<file path="src/sv/gpmp_pkg.sv">
package gpmp_pkg;

    // Default sizing
    localparam int DEF_MAX_DIM     = 512;
    localparam int DEF_AMOUNT_BITS = 10;

    // Fixed field widths
    localparam int BEST_W  = 28;
    localparam int DIM_REG_W = 10;
    localparam int APB_DATA_W = 32;
    localparam int APB_ADDR_W = 3;

    localparam logic [BEST_W-1:0] BEST_MAX = {BEST_W{1'b1}};

    // Register indexes
    typedef enum logic [0:0] {
        REG_ROWS = 1'b0,
        REG_COLS = 1'b1
    } gpmp_reg_t;

    // Saturating add of two DP-width values
    function automatic logic [BEST_W-1:0] sat_add(input logic [BEST_W-1:0] a,
                                                  input logic [BEST_W-1:0] b);
        logic [BEST_W:0] s;
        s = {1'b0, a} + {1'b0, b};
        return s[BEST_W] ? BEST_MAX : s[BEST_W-1:0];
    endfunction

endpackage

</file>
<file path="src/sv/gpmp_cell.sv">
module gpmp_cell
    import gpmp_pkg::*;
#(
    parameter int WIDTH = 8,
    parameter int IDX_W = 1,
    parameter int POS   = 0
)
(
    input  logic             clk,
    input  logic             shift,
    input  logic [IDX_W-1:0] last_col,
    input  logic [WIDTH-1:0] new_data,
    input  logic [WIDTH-1:0] next_data,
    output logic [WIDTH-1:0] data
);

    logic [WIDTH-1:0] data_reg;
    logic [WIDTH-1:0] data_next;
    logic             is_tail;

    // This cell is the tail of the active ring when it sits at the last column
    assign is_tail = (last_col == IDX_W'(POS));

    // Take the fresh column entry at the tail, else advance from the neighbor
    always_comb
    begin
        data_next = data_reg;
        if (shift)
        begin
            data_next = is_tail ? new_data : next_data;
        end
    end

    always_ff @(posedge clk)
    begin
        data_reg <= data_next;
    end

    assign data = data_reg;

endmodule

</file>
<file path="config.mk">
export PLATFORM = sky130hd
export DESIGN_NAME = gpmp_cell
export DESIGN_NICKNAME = d
export VERILOG_FILES = /design/src/sv/gpmp_pkg.sv /design/src/sv/gpmp_cell.sv
export SDC_FILE = /design/constraint.sdc
export NUM_CORES = 1
export LEC_CHECK = 0
export BUFFER_PORTS_ARGS = -buffer_cell sky130_fd_sc_hd__buf_4
export CORE_AREA = 2 2 39 41
export DETAILED_ROUTE_END_ITERATION = 6
export DIE_AREA = 0 0 41 43
export RECOVER_POWER = 100
export SLEW_MARGIN = 40
export SYNTH_ARGS = -nofsm -noshare
export SYNTH_HDL_FRONTEND = slang
export SYNTH_SLANG_ARGS = --single-unit
</file>
<file path="constraint.sdc">
create_clock -name clk -period 1.2 [get_ports clk]
set_clock_uncertainty 0.2 [all_clocks]
set_input_delay 0.12 -clock clk [delete_from_list [all_inputs] [get_ports clk]]
set_output_delay 0.12 -clock clk [all_outputs]
set_load 0.005 [all_outputs]
</file>
=== Word level (Yosys, flattened, before mapping) ===
Cells that the tools add are included.

* Multiplexer cells: 1

{| class="wikitable"
|+ Operator list
! cell !! number
|-
| 8-bit 2-to-1 mux || 1
|}

* Register bits: 8
* Input port bits: 19
* Output and inout bits: 8
* Logic and storage cells: 2

=== Longest topological paths before layout ===
Gate-level depths: netlist of run 1.

* Word-level depth: 1
* Mapped depth: 2
* Mapped depth without buffers: 1

=== Worst setup path before layout of run 1 ===
No wires, ideal clock.

* Path type: input to register
* Start point: in last_col
* End point: reg data_reg[0], in the netlist data[0] (data pin)
* Setup time: 260 ps
* Data arrival time: 536 ps
* Required time: 740 ps
* Setup slack: 204 ps
* Stages on the path: 2
* Buffers on the path: 1
* Cells stage by stage: buf_6 -> mux2_4

* Word-level cells in the longest chain between the ends: 1

{| class="wikitable"
|+ RTL lines
! element !! line !! text
|-
| from (decl) || gpmp_cell.sv:11 || <nowiki>input logic [IDX_W-1:0] last_col,</nowiki>
|-
| 8-bit 2-to-1 mux || gpmp_cell.sv:30 || <nowiki>data_next = is_tail ? new_data : next_data;</nowiki>
|-
| to (signal assigned) || gpmp_cell.sv:36 || <nowiki>data_reg <= data_next;</nowiki>
|-
| to (decl) || gpmp_cell.sv:17 || <nowiki>logic [WIDTH-1:0] data_reg;</nowiki>
|}

Every way passes these cells.
A chain may end at the register's enable or synchronous reset.

=== Final worst setup path of run 1 ===
* Start point: in shift
* End point: reg data_reg[6], in the netlist data[6] (enable)

{| class="wikitable"
|+ RTL lines
! element !! line !! text
|-
| from (decl) || gpmp_cell.sv:10 || <nowiki>input logic shift,</nowiki>
|}

No word-level cell between the ends.

==> results of run 1 <==
[per-layer routing]
layer / global-route usage / up-vias / share of wire
met5: 0 / - / 0
met4: 0.120 / 0 / 0
met3: 0.0314 / 0 / 0.086
met2: 0.125 / 12 / 0.56
met1: 0.0743 / 104 / 0.36
li1: - / 124 / -
[cell type report]
cell class	instances	area share
Sequential cell	8	0.416
Timing Repair Buffer	27	0.341
Clock buffer	3	0.0390
Tap cell	16	0.0347
Multi-Input combinational cell	8	0.169
[logic make-up after synthesis]
kind of cell | synth area share
muxes | 0.323
DFF | 0.646
buffers and inverters | 0.0303
[Yosys cell counts]
| cell | n | area [sq um] |
|---|---|---|
| mux2_4 | 8 | 120 |
| edfxtp_1 | 8 | 240 |
| buf_6 | 1 | 11.3 |
[metrics by stage]
step	power, mW	std cells	util	instance area (sq um)
floorplan	0.398	17	-	372
global placement	0.479	58	0.416	576
detailed placement	0.482	58	0.416	576
CTS	0.682	62	0.439	608
global route	0.681	62	0.417	577
finish	0.649	62	0.417	577
[worst min-delay path by stage]
stage | startpoint | to | slack (ps) | depth (start not counted)
final | new_data[4] | data[4]$_DFFE_PP_ | -40 | 2
after global routing | new_data[5] | data[5]$_DFFE_PP_ | -30 | 2
after CTS | next_data[6] | data[6]$_DFFE_PP_ | -40 | 2
after detailed placement | shift | data[4]$_DFFE_PP_ | 200 | 1
after global placement | shift | data[4]$_DFFE_PP_ | 190 | 1
after floorplan | shift | data[0]$_DFFE_PP_ | 30 | 0
[power groups by stage]
stage / combinational (mW) / clock, mW / sequential, mW
floorplan: 0.0435 / 0 / 0.354
global placement: 0.130 / 0 / 0.349
detailed placement: 0.132 / 0 / 0.350
CTS: 0.134 / 0.202 / 0.345
global route: 0.124 / 0.211 / 0.346
finish: 0.111 / 0.193 / 0.344
==> impl_metrics.py, run 1 <==
metrics = {
    "run_status": {
        "status": "finished, violations left",
        "violations": "negative hold slack",
    },
    "detailed_routing": {
        "wire_per_inst_um": 10.3,
        "drt.antenna.violating_nets": 0,
        "viasPerCell": 3.87,
        "drt_iter0_drc": 3,
        "routed-via-count": 240,
        "firstDrtPassIters": 2,
        "totalWireLength_um": 641,
        "drc": 0,
    },
    "floorplan": {
        "die_h_um": 43,
        "io-pin-count": 27,
        "start_util": 0.269,
        "fp.dieW_um": 41,
        "rows": 14,
        "core_area_sq_um": 1380,
        "die_area_sq_um": 1760,
    },
    "final_layout": {
        "final_cell_mix": "buf_4 (16), clkbuf_4 (10), edfxtp_1 (8)",
        "finalNetCount": 67,
        "multi_input_area_sq_um": 97.6,
        "seq_area_sq_um": 240,
        "drive_above_1_share": 0.652,
        "diodes": 0,
        "syn2layout_area_growth_pct": 55.2,
        "largest_register_ffs": 8,
        "final_common_cell": "buf_4",
        "fillers": 140,
    },
    "sta": {
        "timing.setup.tns_ps": 0,
        "hold_slack_ps": -35.9,
        "period_share": 0.921,
        "finalHoldViolCount": 8,
        "setup_viol": 0,
        "rsz0062_at_grt": "false",
        "layout_setup_ws_ps": 95.3,
        "slew_violations": 0,
        "tightest_slew_ps": 210,
        "slew_headroom": 0.860,
        "fmax_ghz": 0.905,
        "period_needed_ps": 1100,
    },
    "clocking": {
        "cts_tree": "built",
        "hold_buffers": 1,
        "post_cts_buffers": 0,
        "cts_buffers": 3,
        "clockBufferDepth": 2,
        "cts_root_buf": "clkbuf_4",
        "clock-sinks": 8,
        "cts_resized": 0,
        "htreeDepth": 1,
        "clk_pin_slew_ps": 50,
    },
    "pwr": {
        "internal-power_uw": 530,
        "combPwrFrac": 0.172,
        "clockPowerShare": 0.298,
        "p_seq_frac": 0.530,
        "switching_share": 0.182,
        "power.net_switching_uw": 118,
        "ir_drop_v": 0.000330,
        "p_leak_nw": 0.255,
        "p_per_area_nw_per_um2": 1120,
    },
    "worst_setup_path": {
        "path_delay_family": "buffers and inverters",
        "cp_max_fo": 8,
        "cp.depth": 2,
        "endpoint": "data[6]$_DFFE_PP_",
        "cp_cell_sequence": "dlygate4sd3_1, clkbuf_2",
        "crit_slowest_cell": "dlygate4sd3_1",
        "worstSetupPathType": "input pin to flip-flop",
        "worst_ep_required_time_ps": 940,
        "slowest_delay_ps": 530,
        "worstSetupStartpointType": "input pin",
        "critPathBufInv": 2,
        "worst_ep_arrival_time_ps": 850,
        "end_kind": "flip-flop",
        "critPathLaunch": "shift",
    },
    "logic_synthesis": {
        "synthDistinctLibCells": 3,
        "ys_ff_latch": 8,
        "seq_area_frac_synth": 0.646,
        "avgSynthCellArea_sq_um": 21.9,
        "synthesis.area_sq_um": 372,
        "syn_nets": 36,
        "yosysWarningCount": 0,
        "syn_inst": 17,
    },
    "grt": {
        "grt_pass1_vias": 227,
        "grt_usage": 0.0877,
        "grt_antenna_before_repair": 0,
        "grt_max_degree": 9,
        "grt_pass1_wl_um": 917,
        "grt_overflow": 0,
    },
    "placement": {
        "numPortBuffers": 26,
        "pre_cts_ws_ps": 136,
        "place_congestion": 0.744,
    },
    "job": {
        "max-cap-violations": 0,
    },
    "worst_hold_path": {
        "hp-class": "input pin to flip-flop",
    },
}
No activity file was read; power rests on OpenSTA's default activity.
==> run 2, diff against run 1 <==
clock period = 0.99 ns   (was 1.2 ns; I/O delays follow)
==> run 2 against run 1 <==
Sequential power up 22%. The flow finishes with violations (negative hold slack, negative setup slack). Via count decreased by 1.7%. Hold slack got worse by 21 ps. Clock-buffer cell count unchanged.
==> impl_metrics.py, run 2 (synthesis gave the netlist of run 1 again) <==
metrics = {
    "detailed_routing": {
        "drt.antenna.violating_nets": 0,
        "firstDrtPassIters": 1,
        "wire_per_inst_um": 10.2,
        "drt-met1-wl_um": 214,
        "highest_layer": "met3",
        "drc": 0,
        "viasPerCell": 3.87,
        "route.met2.wl_um": 354,
        "routed-via-count": 236,
        "drt_iter0_drc": 0,
        "totalWireLength_um": 623,
        "wl_met3_um": 54,
    },
    "sta": {
        "fmax_ghz": 0.954,
        "finalHoldViolCount": 8,
        "period_share": 1.06,
        "slew_headroom": 0.756,
        "layout_setup_ws_ps": -58.0,
        "rsz0062_at_grt": "true",
        "period_needed_ps": 1050,
        "hold_slack_ps": -57.0,
        "slew_violations": 0,
        "setup_viol": 8,
        "tightest_slew_ps": 366,
    },
    "placement": {
        "numPortBuffers": 26,
        "place_congestion": 0.744,
        "dp_cells": 58,
        "place_area_sq_um": 576,
    },
    "grt": {
        "grt_usage": 0.0887,
        "grt_max_degree": 9,
        "grt_pass1_vias": 227,
        "grt_pass1_wl_um": 931,
        "grt_overflow": 0,
        "grt_antenna_before_repair": 0,
    },
    "final_layout": {
        "drive_above_1_share": 0.644,
        "syn2layout_area_growth_pct": 56.2,
        "finalNetCount": 66,
        "diodes": 0,
        "final_common_cell": "buf_4",
        "post_layout_nonfiller_instances": 61,
        "stdcell_area_sq_um": 581,
        "largest_register_ffs": 8,
        "final_cell_mix": "buf_4 (20), edfxtp_1 (8), mux2_1 (7)",
        "final_util": 0.420,
    },
    "worst_hold_path": {
        "hp-class": "input pin to flip-flop",
    },
    "worst_setup_path": {
        "end_kind": "primary output",
        "worstSetupStartpointType": "flip-flop",
        "cp_cell_sequence": "buf_6",
        "worst_ep_required_time_ps": 690,
        "slowest_delay_ps": 380,
        "worst_ep_arrival_time_ps": 750,
        "path_delay_family": "flip-flops",
        "critPathBufInv": 1,
        "cp_max_fo": 1,
        "crit_slowest_cell": "edfxtp_1",
        "worstSetupPathType": "flip-flop to primary output",
    },
    "clocking": {
        "cts_tree": "built",
        "clk_pin_slew_ps": 50,
        "htreeDepth": 1,
        "cts_buffers": 3,
        "cts_root_buf": "clkbuf_4",
        "post_cts_buffers": 0,
        "clock-sinks": 8,
        "clockBufferDepth": 2,
    },
    "job": {
        "max-cap-violations": 0,
    },
    "floorplan": {
        "die_area_sq_um": 1760,
        "core_area_sq_um": 1380,
        "die_h_um": 43,
        "start_util": 0.269,
        "rows": 14,
        "io-pin-count": 27,
        "fp.dieW_um": 41,
    },
    "pwr": {
        "ir_drop_v": 0.000396,
        "clockPowerShare": 0.291,
        "p_leak_nw": 0.254,
        "internal-power_uw": 651,
        "p_seq_frac": 0.530,
        "p_per_area_nw_per_um2": 1370,
        "combPwrFrac": 0.179,
        "power.net_switching_uw": 143,
        "switching_share": 0.180,
    },
    "run_status": {
        "status": "finished, violations left",
        "violations": "negative hold slack, negative setup slack",
    },
}
## run 2: changes by cell type in the layout (fill, tap and decap cells not counted), sizes merged
| cell | delta |
|---|---|
| clkbuf | -8 |
| buf | +8 |
| dlygate4sd3 | -1 |
## run 2: per-stage QoR
stage | TNS (ps) | hold WS (ps) | worst slack, ps | total power, mW
after detailed placement | -399 | 175 | -53.0 | 0.584
after global routing | -680 | -58.2 | -94.0 | 0.840
after floorplan | 0 | 11.5 | 14.6 | 0.482
after CTS | -503 | -87.3 | -71.6 | 0.823
final | -392 | -57.0 | -58.0 | 0.794
after global placement | -337 | 173 | -43.0 | 0.581
## run 2: path summary, 6_finish.rpt
check / start / slack (ps) / to / depth (start not counted)
worst max-delay path: data[2]$_DFFE_PP_ / -60 / data[2] / 1
worst min-delay path: new_data[6] / -60 / data[6]$_DFFE_PP_ / 2
## run 2: cell type report
class | instances | area, sq um
clock buffer | 3 | 22.5
multi-input combinational | 8 | 93.8
tap | 16 | 20.0
fill | 145 | 803
timing repair buffer | 26 | 204
sequential | 8 | 240
## run 2: metal layers
| layer | global-route usage | vias up |
|---|---|---|
| met3 | 0.0314 | 0 |
| met4 | 0.120 | 0 |
| met1 | 0.0777 | 104 |
| met5 | 0 | - |
| met2 | 0.125 | 10 |
| li1 | - | 122 |
## run 2: repair_timing
action                     in CTS  in global routing
cloned                          0                  0
resized for setup               0                  4
setup endpoints to repair       8                  8
hold endpoints to repair       16                 16
## run 2: power by group through the flow
stage / registers [mW] / logic, mW / clock network [mW]
3_5_place_dp: 0.424 / 0.160 / 0
5_1_grt: 0.423 / 0.157 / 0.259
2_1_floorplan: 0.429 / 0.0527 / 0
4_1_cts: 0.418 / 0.160 / 0.245
3_3_place_gp: 0.423 / 0.158 / 0
6_report: 0.421 / 0.142 / 0.231
