==> config.mk <==
export PLATFORM = sky130hd
export DESIGN_NAME = gpmp_regs
export DESIGN_NICKNAME = d
export VERILOG_FILES = /design/src/sv/gpmp_pkg.sv /design/src/sv/gpmp_regs.sv
export SDC_FILE = /design/constraint.sdc
export NUM_CORES = 1
export LEC_CHECK = 0
export ABC_AREA = 1
export BUFFER_PORTS_ARGS = -buffer_cell sky130_fd_sc_hd__buf_2
export CAP_MARGIN = 20
export CORE_UTILIZATION = 50
export CTS_CLUSTER_DIAMETER = 100
export DETAILED_ROUTE_END_ITERATION = 6
export GPL_TIMING_DRIVEN = 0
export HOLD_SLACK_MARGIN = 0.15
export PLACE_DENSITY = 0.91
export SLEW_MARGIN = 20
export SYNTH_ARGS = -nofsm -noshare
export SYNTH_HDL_FRONTEND = slang
export SYNTH_SLANG_ARGS = --single-unit
==> constraint.sdc <==
create_clock -name clk -period 1.5 [get_ports clk]
set_clock_uncertainty 0.2 [all_clocks]
set_input_delay 0.075 -clock clk [delete_from_list [all_inputs] [get_ports clk]]
set_output_delay 0.075 -clock clk [all_outputs]
set_load 0.005 [all_outputs]
==> src/sv/gpmp_pkg.sv <==
package gpmp_pkg;

    // Default sizing
    localparam int DEF_MAX_DIM     = 512;
    localparam int DEF_AMOUNT_BITS = 10;

    // Fixed field widths
    localparam int BEST_W  = 28;
    localparam int DIM_REG_W = 10;
    localparam int APB_DATA_W = 32;
    localparam int APB_ADDR_W = 3;

    localparam logic [BEST_W-1:0] BEST_MAX = {BEST_W{1'b1}};

    // Register indexes
    typedef enum logic [0:0] {
        REG_ROWS = 1'b0,
        REG_COLS = 1'b1
    } gpmp_reg_t;

    // Saturating add of two DP-width values
    function automatic logic [BEST_W-1:0] sat_add(input logic [BEST_W-1:0] a,
                                                  input logic [BEST_W-1:0] b);
        logic [BEST_W:0] s;
        s = {1'b0, a} + {1'b0, b};
        return s[BEST_W] ? BEST_MAX : s[BEST_W-1:0];
    endfunction

endpackage

==> src/sv/gpmp_regs.sv <==
module gpmp_regs
    import gpmp_pkg::*;
#(
    parameter int MAX_DIM = DEF_MAX_DIM,
    parameter int IDX_W   = 9
)
(
    input  logic                  clk,
    input  logic                  rst_n,
    input  logic                  psel,
    input  logic                  penable,
    input  logic                  pwrite,
    input  logic [APB_ADDR_W-1:0] paddr,
    input  logic [APB_DATA_W-1:0] pwdata,
    output logic [APB_DATA_W-1:0] prdata,
    output logic                  pready,
    output logic                  restart,
    output logic [IDX_W-1:0]      last_row,
    output logic [IDX_W-1:0]      last_col
);

    logic [DIM_REG_W-1:0] rows_reg, rows_next;
    logic [DIM_REG_W-1:0] cols_reg, cols_next;
    logic [IDX_W-1:0]     last_row_reg, last_row_next;
    logic [IDX_W-1:0]     last_col_reg, last_col_next;
    logic                 wr_en;
    gpmp_reg_t            wr_sel;
    gpmp_reg_t            rd_sel;
    logic [IDX_W-1:0]     wr_last;

    // Clamp a size to 1..MAX_DIM and return it minus one
    function automatic logic [IDX_W-1:0] dim_last(input logic [DIM_REG_W-1:0] v);
        logic [31:0] w;
        w = 32'(v);
        if (w == 32'd0)
        begin
            w = 32'd1;
        end
        else if (w > 32'(MAX_DIM))
        begin
            w = 32'(MAX_DIM);
        end
        w = w - 32'd1;
        return w[IDX_W-1:0];
    endfunction

    assign pready  = 1'b1;
    assign wr_en   = psel && penable && pwrite;
    assign wr_sel  = gpmp_reg_t'(paddr[2]);
    assign rd_sel  = gpmp_reg_t'(paddr[2]);
    assign wr_last = dim_last(pwdata[DIM_REG_W-1:0]);
    assign restart = wr_en;

    // Decode register writes
    always_comb
    begin
        rows_next     = rows_reg;
        cols_next     = cols_reg;
        last_row_next = last_row_reg;
        last_col_next = last_col_reg;
        if (wr_en)
        begin
            unique case (wr_sel)
                REG_ROWS:
                begin
                    rows_next     = pwdata[DIM_REG_W-1:0];
                    last_row_next = wr_last;
                end
                REG_COLS:
                begin
                    cols_next     = pwdata[DIM_REG_W-1:0];
                    last_col_next = wr_last;
                end
                default:
                begin
                    rows_next = rows_reg;
                end
            endcase
        end
    end

    always_ff @(posedge clk or negedge rst_n)
    begin
        if (!rst_n)
        begin
            rows_reg     <= DIM_REG_W'(1);
            cols_reg     <= DIM_REG_W'(1);
            last_row_reg <= '0;
            last_col_reg <= '0;
        end
        else
        begin
            rows_reg     <= rows_next;
            cols_reg     <= cols_next;
            last_row_reg <= last_row_next;
            last_col_reg <= last_col_next;
        end
    end

    // Read back the raw register values
    always_comb
    begin
        unique case (rd_sel)
            REG_ROWS: prdata = APB_DATA_W'(rows_reg);
            REG_COLS: prdata = APB_DATA_W'(cols_reg);
            default:  prdata = '0;
        endcase
    end

    assign last_row = last_row_reg;
    assign last_col = last_col_reg;

endmodule
; ---- Yosys cells after proc, flatten, opt, wreduce, memory -nomap -nowiden
; Index checks and enable logic that the tools add are counted.
[classes]
reduce_logical = 5
magnitude_cmp = 1
muxes = 3
n_addsub = 1
bitwise_logic = 1
[ops]
columns = operator, count
row1 = $pmux W32 S2, 1
row2 = $mux W9, 2
row3 = $gt A10 B10 Y1 const B, 1
row4 = $logic_not A10 Y1, 1
row5 = $sub A9 B1 Y9 const B, 1
row6 = $reduce_and A2 Y1, 2
row7 = $logic_and A1 B1 Y1, 2
row8 = $not A1 Y1, 1
[word_totals]
register_bits = 38

; ---- Longest topological paths before layout
; Gate-level depths: netlist of the first run.
[logic_depth]
word_depth = 4
mapped_depth = 13
mapped_depth_nobuf = 13

; ---- Worst setup path after synthesis of the first run
; No wires, ideal clock.
[synth_timing]
path_kind = input-to-reg
start = input pwdata[1]
end = register last_row_reg[4], in the netlist last_row[4]
setup_slack_ns = -0.073
arrival_ns = 1.241
required_ns = 1.168
setup_time_ns = 0.132
path_buffers = 0
cell_stages = 11
cell_sequence = nor2_1 > nand3_2 > nor2_4 > nor2_4 > nor2_4 > inv_1 > ha_1 > nand2_2 > nor2_4 > xnor2_1 > o21ai_1
[synth_via]
elab_chain_cells = 4
[synth_lines]
columns = item, line_no
row1 = from (decl), gpmp_regs.sv:14  ; input logic [APB_DATA_W-1:0] pwdata,
row2 = $gt A10 B10 Y1, gpmp_regs.sv:39  ; else if (w > 32'(MAX_DIM))
row3 = $mux W9, gpmp_regs.sv:39
row4 = $mux W9 *, gpmp_regs.sv:35  ; if (w == 32'd0)
row5 = $sub A9 B1 Y9 *, gpmp_regs.sv:43  ; w = w - 32'd1;
row6 = to (signal assigned), gpmp_regs.sv:95  ; last_row_reg <= last_row_next;
row7 = to (decl), gpmp_regs.sv:24  ; logic [IDX_W-1:0] last_row_reg, last_row_next;
; Every way passes the cells marked *; elsewhere a longest branch is shown, timed or not.
; A chain may end at the register's enable or synchronous reset.

; ---- Worst setup path in the final report of the first run
[layout_timing]
start = input pwdata[2]
end = register last_col_reg[8], in the netlist last_col[8]
[layout_via]
elab_chain_cells = 4
[layout_lines]
columns = item, line_no
row1 = $gt A10 B10 Y1, gpmp_regs.sv:39
row2 = $mux W9, gpmp_regs.sv:39
row3 = $mux W9 *, gpmp_regs.sv:35
row4 = $sub A9 B1 Y9 *, gpmp_regs.sv:43
row5 = to (signal assigned), gpmp_regs.sv:96  ; last_col_reg <= last_col_next;
row6 = to (decl), gpmp_regs.sv:25  ; logic [IDX_W-1:0] last_col_reg, last_col_next;
; Marked as above.

==> results of run 1 <==
## power groups by stage
| stage | combinational [W] | sequential (W) | clock, W |
|---|---|---|---|
| global route | 0.000963 | 0.00138 | 0.000858 |
| CTS | 0.000730 | 0.00134 | 0.000814 |
| detailed placement | 0.000661 | 0.00135 | 0 |
| finish | 0.000889 | 0.00136 | 0.000824 |
| floorplan | 0.000384 | 0.00135 | 0 |
| global placement | 0.000643 | 0.00134 | 0 |
## logic make-up (layout without fill, tap and decap cells)
logic type / Yosys count / in the layout
compound gates: 35 / 35
xor+xnor: 2 / 2
fa+ha+maj: 1 / 1
buf+inv: 51 / 141
flops: 38 / 38
other cells: 2 / 23
simple gates: 135 / 135
## cells in the final DEF (no fill, tap or decap), types with 2 or more instances in the layout
master	Yosys	layout
nand2_1	95	94
buf_2	4	39
dfrtp_1	36	36
buf_4	23	34
dlygate4sd3_1	0	26
conb_1	2	23
inv_1	17	15
o21ai_1	14	15
o21ai_0	15	14
nor2_4	7	12
nor2_1	15	10
nand3_1	11	9
clkbuf_8	0	8
clkbuf_1	4	4
buf_8	0	4
buf_6	0	4
inv_2	3	3
nand3_2	2	3
inv_4	0	2
nand2_4	0	2
o21ai_2	3	2
nand2_2	3	2
a31oi_1	2	2
dfstp_2	2	2
## per-stage QoR
stage / area, sq um / power, W
floorplan: 2170 / 0.00173
CTS: 2830 / 0.00288
detailed placement: 2450 / 0.00202
global placement: 2450 / 0.00199
global route: 3080 / 0.00320
finish: 3080 / 0.00308
## worst max-delay path by stage
stage,from,endpoint,slack [ns],cells after the start
2_1_floorplan,pwdata[6],last_col[8],-0.04,13
3_3_place_gp,pwdata[6],last_col[8],-0.30,14
3_5_place_dp,pwdata[6],last_col[4],-0.36,12
4_1_cts,pwdata[3],last_row[8],0.003,14
5_1_grt,pwdata[2],last_col[8],-0.11,11
6_report,pwdata[2],last_col[8],-0.13,11
## tightest hold or removal path, cell delays in order
cell and delay (ns):
buf_8 0.08, buf_4 0.14, o21ai_2 0.12, nand3_1 0.13, a31oi_1 0.10
## synth_stat cells, types with 3 or more instances
library cell  instances  area [sq um]
buf_2                 4          20.0
buf_4                23           173
clkbuf_1              4          15.0
dfrtp_1              36           901
inv_1                17          63.8
inv_2                 3          11.3
nand2_1              95           357
nand2_2               3          18.8
nand3_1              11          55.1
nor2_1               15          56.3
nor2_4                7          78.8
o21ai_0              15          75.1
o21ai_1              14          70.1
o21ai_2               3          26.3
## final cells by class
class                   instances  area share
plain buffers                  31      0.0675
clock buffers                   8      0.0358
inverters                      20      0.0260
multi-input cells             196       0.328
flip-flops and latches         38       0.310
well taps                      48      0.0195
repair buffers                 82       0.213
## layer usage
layer | share of wire | routed length, um
met5 | 0 | 0
met4 | 0.086 | 706
met3 | 0.13 | 1100
met2 | 0.46 | 3800
met1 | 0.32 | 2590
## repair_timing
item,4_1_cts,5_1_grt
buffers inserted,2,9
gates resized for setup,6,43
hold buffers,23,5
pin swaps,10,15
endpoints found under the setup margin,7,14
endpoints found under the hold margin,74,10
==> summary.md, run 1 <==
| Metric | Value |
|---|---|
| DR iter-0 viols | 484 |
| Post-Synth XOR/XNOR Area | 0.00848 |
| Met1 usage | 0.328 |
| Routed WL per cell | between 15 and 20 um |
| Max_cap viols | 0 |
| Final setup fails | 9 |
| Reg2Reg Depth | 3 |
| F_max | 613 MHz |
| # clock sinks | 38 |
| Number of routed nets with antenna violations | 0 |
| RR Endpoint | last_row[6] |
| Compound-Gate Fraction of Synth Area | 0.0933 |
| Worst reg2reg path startpoint | last_row[6] |
| Port bufs | 44 |
| Period utilisation layout | 1.09 |
| Die height | 66.3 um |
| Slowest CP cell | o21ai_4 |
| DP HPWL | 3.35 mm |
| Synth async-reset ratio | 1.00 |
| Die Width | 66.3 um |
| Area of the mapped netlist | slightly above 0.002 sq mm |
| Crit end category | register |
| Vias in the first global route | 2001 |
| Max Buffers Root-to-Sink | 2 |
| Top delay family on crit path | simple AND/OR/NAND/NOR gates |
| Placer Congestion | 0.898 |
| Filler-free cell count of the finished design | around 420 |
| CP required | roughly 1.5 ns |
| Final wirelength | 8.19 mm |
| Layout cell share with drive strength beyond 1 | 0.331 |
| Core box area | between 0.003 and 0.004 sq mm |
| Largest family of logic cells by synthesized area | simple AND/OR/NAND/NOR gates |
| Flip-flop and latch area | 953 sq um |
| Mux share of post-synthesis cell area | 0 |
| Crit-path cells | buf_6, inv_4, nand2_4, nor2_4, o21ai_4, ha_4, nand2_4, nor2_4, nand4_1, nand3_1, nand2_1 |
| Reg power frac | 0.443 |
| Starting density of the core | 0.543 |
| Mapped Cells | 264 |
| Hold Path End | last_row[6] |
| Run status | complete, but fails checks |
| Max FO, Critical Path | 5 |
| CTS tree | done |
| Setup tns final | -0.613 ns |
| Synth unique cells | 23 |
| Worst Setup Path Type | primary input to register |
| Depth of the CTS H-tree | 2 |
| Min-delay worst type | primary input to register |
| Die area | 0.00439 sq mm |
| Violated checks | negative setup slack |
| Minimum clock period | 1.63 ns |
| Drt pass-1 iters | 6 |
| Skew-Pair Late Insertion Delay | approximately 0.30 ns |
| R2r setup slk | around 0.050 ns |
| Pwr Density | 1000 mW/mm^2 |
| Hold Vio Cnt, Final | 0 |
| Leak | 1.65 nW |
| Worst slack, placed | -0.363 ns |
| Total clock buffers created by CTS | 5 |
| # fillers | between 200 and 250 |
| Total GRT Usage | 0.299 |
| Syn Area/Cell | 7.82 sq um |
| Global route total overflow | 0 |
| Net load switching power | between 0.0009 and 0.001 W |
| Yosys warns | 0 |
| Vias | about 2500 |
| Hold path depth | 5 |
| Initial antenna violation count | 0 |
| Adder-cell share of the synthesized area | 0.00606 |
| P&R area growth vs syn | 49.0% |
| RSZ-0062 raised after global routing | yes |
| CP max stage delay | 0.27 ns |
| N_diodes | 0 |
| Comb pwr share | 0.289 |
| Fin worst setup slack | -0.130 ns |
| Placed insts | 377 |
| CTS root buffer | clkbuf_8 |
| Synth Register Bits | 38 |
| Met3 GRT Util | 0.0897 |
| Startpoint Class | primary input |
| Slew Limit Fails | 0 |
| DRC | 0 |
| First-pass GRT wire length | 9.42 mm |
| GR Util met2 | 0.515 |
| Worst slew pin tran | 0.823 ns |
| Worst hold slack | between 0.15 and 0.2 ns |
| Fin nets | 415 |
| Multi-input logic area | 0.00101 sq mm |
| Largest net degree at the start of global routing | 39 |
| Num ports | between 90 and 100 |
| Vias per inst | between 5 and 6 |
| Post-synthesis sequential area ratio | 0.462 |
| Final core utilization | 0.810 |
| VDD IR max | 894 uV |
| Worst hold start | pwdata[5] |
| Worst rel slew slack | 0.451 |
| Clock transition at path regs | 0.07 ns |
| Switching Share | 0.318 |
| Number of flops mapped to enable cells by yosys | 0 |
| Clock share of power | 0.268 |
| Worst Path Arrival | approximately 1.6 ns |
| Most Crowded Layer GR | met2 |
| WP buf/inv | 2 |
| Int Power | 0.00210 W |
| Number of cell rows | 22 |
| Most used DFF post-synth | dfrtp_1 |
| Post-Synth Simple-Gate Area | 0.290 |
Power figures use the tool's default switching activity.
==> run 2: changes to the inputs <==
- CELL_PAD_IN_SITES_DETAIL_PLACEMENT: not set -> 2
- CELL_PAD_IN_SITES_GLOBAL_PLACEMENT: not set -> 2
- CORE_UTILIZATION: 50 -> 27
==> summary.md, run 2 (synthesis gave the netlist of run 1 again) <==
| Metric | Value |
|---|---|
| Total clock buffers created by CTS | 5 |
| Worst Path Arrival | 1.49 ns |
| Skew-Pair Late Insertion Delay | between 0.2 and 0.3 ns |
| Routed WL per cell | 18.9 um |
| Worst slew pin tran | 0.907 ns |
| Max Buffers Root-to-Sink | 2 |
| Number of cell rows | 31 |
| DP HPWL | about 4.8 mm |
| Max FO, Critical Path | 4 |
| Depth of the CTS H-tree | 2 |
| Filler-free cell count of the finished design | 464 |
| Starting density of the core | 0.282 |
| Hold Vio Cnt, Final | 0 |
| Crit-path cells | buf_6, nor2_4, nand3_4, nor2_4, o21ai_4, dlygate4sd3_1, nand2_1, nand2_1 |
| Minimum clock period | approximately 1.5 ns |
| Largest net degree at the start of global routing | 39 |
| Startpoint Class | primary input |
| Placed insts | 428 |
| Slowest CP cell | dlygate4sd3_1 |
| Worst hold slack | 0.0320 ns |
| N_diodes | 0 |
| Total GRT Usage | 0.206 |
| Most frequent cells in the layout | nand2_1, buf_2, dfrtp_1 |
| Port bufs | 44 |
| RSZ-0062 raised after global routing | yes |
| Max_cap viols | 0 |
| First-pass GRT wire length | 12.0 mm |
| Setup tns final | -0.0145 ns |
| Die area | between 0.007 and 0.008 sq mm |
| Core box area | 0.00733 sq mm |
| Net load switching power | just under 0.001 W |
| Layout cell share with drive strength beyond 1 | 0.326 |
| CP required | 1.48 ns |
| Final setup fails | 1 |
| Post-DP Area | 0.00251 sq mm |
| Period utilisation layout | 1.01 |
| Final wirelength | between 8 and 9 mm |
| DR iter-0 viols | 88 |
| Worst rel slew slack | 0.396 |
| Most common cell after layout, fill and taps aside | nand2_1 |
| Fin nets | 405 |
| Worst Setup Path Type | primary input to register |
| Overall power | between 0.002 and 0.003 W |
| Vias | between 2000 and 2500 |
| Crit end category | register |
| DRC | 0 |
| Switching Share | 0.330 |
| Initial antenna violation count | 0 |
| CP max stage delay | just under 0.6 ns |
| CTS tree | done |
| VDD IR max | 361 uV |
| Vias per inst | between 4 and 5 |
| Clock transition at path regs | roughly 0.080 ns |
| Drt pass-1 iters | 4 |
| Run status | complete, but fails checks |
| Reg power frac | 0.460 |
| Violated checks | negative setup slack |
| Leak | 1.60 nW |
| F_max | 660 MHz |
| Num ports | 92 |
| Pwr Density | 982 mW/mm^2 |
| Number of routed nets with antenna violations | 0 |
| Comb pwr share | 0.287 |
| Slew Limit Fails | 0 |
| CTS root buffer | clkbuf_8 |
| Die Width | between 80 and 90 um |
| Placer Congestion | 0.834 |
| Clock share of power | 0.253 |
| Min-delay worst type | primary input to register |
| Fin area | just over 0.003 sq mm |
| Global route total overflow | 0 |
| Die height | a little under 90 um |
| # clock sinks | 38 |
| Fin worst setup slack | -0.0145 ns |
| P&R area growth vs syn | 46.2% |
| Vias in the first global route | approximately 2300 |
| Int Power | 0.00199 W |
==> run 2: power by group through the flow <==
stage                     Sequential (W)  Combinational, W  Clock [W]
final                            0.00136          0.000851   0.000751
after global routing             0.00139          0.000952   0.000805
after detailed placement         0.00136          0.000698          0
after floorplan                  0.00135          0.000384          0
after global placement           0.00135          0.000663          0
after CTS                        0.00135          0.000765   0.000756
==> run 2: routing by layer <==
layer  global-route usage  wire (um)
met5                    0          0
met2                0.379       4490
met4               0.0750        245
met3               0.0351        328
met1                0.240       3720
==> run 2: area by class of cell <==
| cell class | count | area, sq um |
|---|---|---|
| Inverter | 20 | 77.6 |
| Buffer | 31 | 210 |
| Clock buffer | 7 | 86.3 |
| Timing Repair Buffer | 72 | 557 |
| Multi-Input combinational cell | 196 | 1000 |
| Sequential cell | 38 | 953 |
| Clock inverter | 1 | 5.00 |
| Fill cell | 846 | 4310 |
| Tap cell | 99 | 124 |
==> run 2: worst paths after layout <==
check,startpoint,end,slack [ns],cells past startpoint
min in group asynchronous,rst_n,cols_reg[1],0.26,2
max in group asynchronous,rst_n,rows_reg[7],0.28,2
max reg2reg,last_row[6],last_row[6],0.03,3
min reg2reg,cols_reg[0],cols_reg[0],0.28,2
max,pwdata[7],last_col[0],-0.01,8
min,pwdata[4],last_col[6],0.03,4
==> run 2: repair_timing <==
action,CTS,global route
resized for setup,5,44
hold buffers,19,4
setup endpoints to repair,8,16
buffers inserted,4,1
pin swaps,11,10
endpoints found under the hold margin,71,10
==> run 2: worst max-delay path, delay by kind of cell <==
family	cells	cell delay, ns
buf+inv	2	0.69
compound gates	1	0.12
simple gates	5	0.60
==> run 2: stage by stage <==
step / setup slack [ns] / util
after floorplan: -0.0427 / -
after global placement: -0.326 / 0.343
after detailed placement: -0.407 / 0.343
after CTS: 0.00263 / 0.390
after global routing: -0.0672 / 0.412
final: -0.0145 / 0.412
==> run 3: changes to the inputs <==
- CORE_UTILIZATION: 27 -> 25
- PLACE_DENSITY: 0.91 -> 0.86
- clock period: 1.5 -> 1.4 ns (I/O delays scaled with it)
==> summary.md, run 3 (synthesis gave the netlist of run 1 again) <==
| Metric | Value |
|---|---|
| Run status | complete, but fails checks |
| Violated checks | negative hold slack, negative setup slack |
| Slew Limit Fails | 0 |
| Min-delay worst type | primary input to register |
| Vias | 2135 |
| Starting density of the core | 0.263 |
| Final core utilization | 0.391 |
| Crit end category | register |
| Layout cell share with drive strength beyond 1 | 0.368 |
| Max FO, Critical Path | 5 |
| Pwr Density | 1050 mW/mm^2 |
| Minimum clock period | 1.51 ns |
| Most frequent cells in the layout | nand2_1, buf_2, buf_4 |
| Fin worst setup slack | -0.114 ns |
| Vias per inst | around 4.6 |
| DRC | 0 |
| Depth of the CTS H-tree | 2 |
| # clock sinks | 38 |
| Flip-flop and latch area | 953 sq um |
| Overall power | between 0.003 and 0.004 W |
| F_max | approximately 660 MHz |
| Total GRT Usage | 0.197 |
| Number of routed nets with antenna violations | 0 |
| Worst Setup Path Type | primary input to register |
| CP required | 1.40 ns |
| Number of cell rows | 32 |
| CTS tree | done |
| Placer Congestion | slightly above 0.8 |
| Num ports | 92 |
| Worst hold slack | -0.0919 ns |
| Worst slew pin tran | 0.893 ns |
| Port bufs | 44 |
| VDD IR max | 426 uV |
| Worst rel slew slack | 0.405 |
| P&R area growth vs syn | 48.5% |
| DR iter-0 viols | 39 |
| Multi-input logic area | approximately 0.001 sq mm |
| N_diodes | 0 |
| Max Buffers Root-to-Sink | 2 |
| Startpoint Class | primary input |
| Filler-free cell count of the finished design | between 400 and 500 |
| Worst slack, placed | -0.512 ns |
| Die area | 0.00863 sq mm |
| Most common cell after layout, fill and taps aside | nand2_1 |
| First-pass GRT wire length | 12.8 mm |
| Global route total overflow | 0 |
| Routed WL per cell | 19.0 um |
| RSZ-0062 raised after global routing | yes |
| Largest net degree at the start of global routing | 39 |
| Core box area | 0.00785 sq mm |
| Vias in the first global route | 2400 |
| Fin nets | just over 400 |
| Drt pass-1 iters | 4 |
| Max_cap viols | 0 |
| # fillers | 923 |
| Hold Vio Cnt, Final | 1 |
| Worst Path Arrival | 1.51 ns |
| Placed insts | approximately 430 |
| Die height | between 90 and 100 um |
| Die Width | 92.9 um |
| CTS root buffer | clkbuf_8 |
| Skew-Pair Late Insertion Delay | 0.31 ns |
| Final wirelength | 8.89 mm |
| Period utilisation layout | 1.08 |
| Initial antenna violation count | 0 |
| Total clock buffers created by CTS | 5 |
| Clock transition at path regs | approximately 0.080 ns |
| Final setup fails | 9 |
| DP HPWL | 4.77 mm |
| Leak | 1.63 nW |
[run 3: changes by cell type in the layout (fill, tap and decap cells not counted), moves of 2 or more]
cell / previous run / this run
buf_12: 0 / 2
buf_8: 3 / 5
nand2_1: 94 / 92
dlygate4sd3_1: 21 / 13
o21ai_2: 1 / 4
buf_6: 5 / 3
buf_4: 29 / 38
[run 3: worst paths after layout]
kind,to,from,slack (ns),cells after the start
min,last_row[0],paddr[2],-0.09,4
min reg2reg,cols_reg[0],cols_reg[0],0.28,2
max,last_col[8],pwdata[6],-0.11,14
max in group asynchronous,rows_reg[6],rst_n,0.20,2
max reg2reg,rows_reg[3],rows_reg[3],0.41,2
min in group asynchronous,rows_reg[2],rst_n,0.24,2
[run 3: repair_timing]
| action | CTS | global route |
|---|---|---|
| pin swaps | 14 | 22 |
| setup endpoints to repair | 8 | 34 |
| endpoints found under the hold margin | 70 | 13 |
| gates resized for setup | 32 | 26 |
| buffers inserted | 9 | 8 |
| hold buffers | 13 | 2 |
[run 3: final cells by class]
type,instances,share of cell area
Timing Repair Buffer,74,0.190
Sequential cell,38,0.311
Clock inverter,1,0.00163
Inverter,20,0.0253
Buffer,31,0.0685
Multi-Input combinational cell,196,0.334
Tap cell,102,0.0416
Clock buffer,7,0.0282
[run 3: critical path, cell delays in order]
cell and delay (ns):
buf_12 0.11, nor2_4 0.15, nand3_4 0.10, nor2_4 0.17, nor2_4 0.06, nor2_4 0.14, inv_2 0.07, ha_4 0.17
nand2_4 0.06, nor2_4 0.05, nand3_2 0.11, nand2_2 0.07, nand3_1 0.10, nand2_1 0.06
[run 3: report_power, final]
part	total, W	internal [W]	switching, W
Clock	0.000827	0.000398	0.000429
Sequential	0.00145	0.00132	0.000131
Combinational	0.000927	0.000416	0.000511
[run 3: metrics by stage]
stage / area (sq um) / TNS [ns] / hold slack (ns)
floorplan: 2170 / -0.760 / -0.426
global placement: 2520 / -5.54 / 0.0141
detailed placement: 2520 / -7.37 / 0.0383
CTS: 2930 / -0.00271 / -0.0622
global route: 3070 / -1.65 / -0.0394
finish: 3070 / -0.617 / -0.0919
[run 3: per-layer routing]
layer,GRT usage,vias to the layer above,routed length [um]
li1,-,978,-
met1,0.212,1069,3480
met2,0.377,63,4720
met3,0.0394,25,375
met4,0.0667,0,316
met5,0,-,0
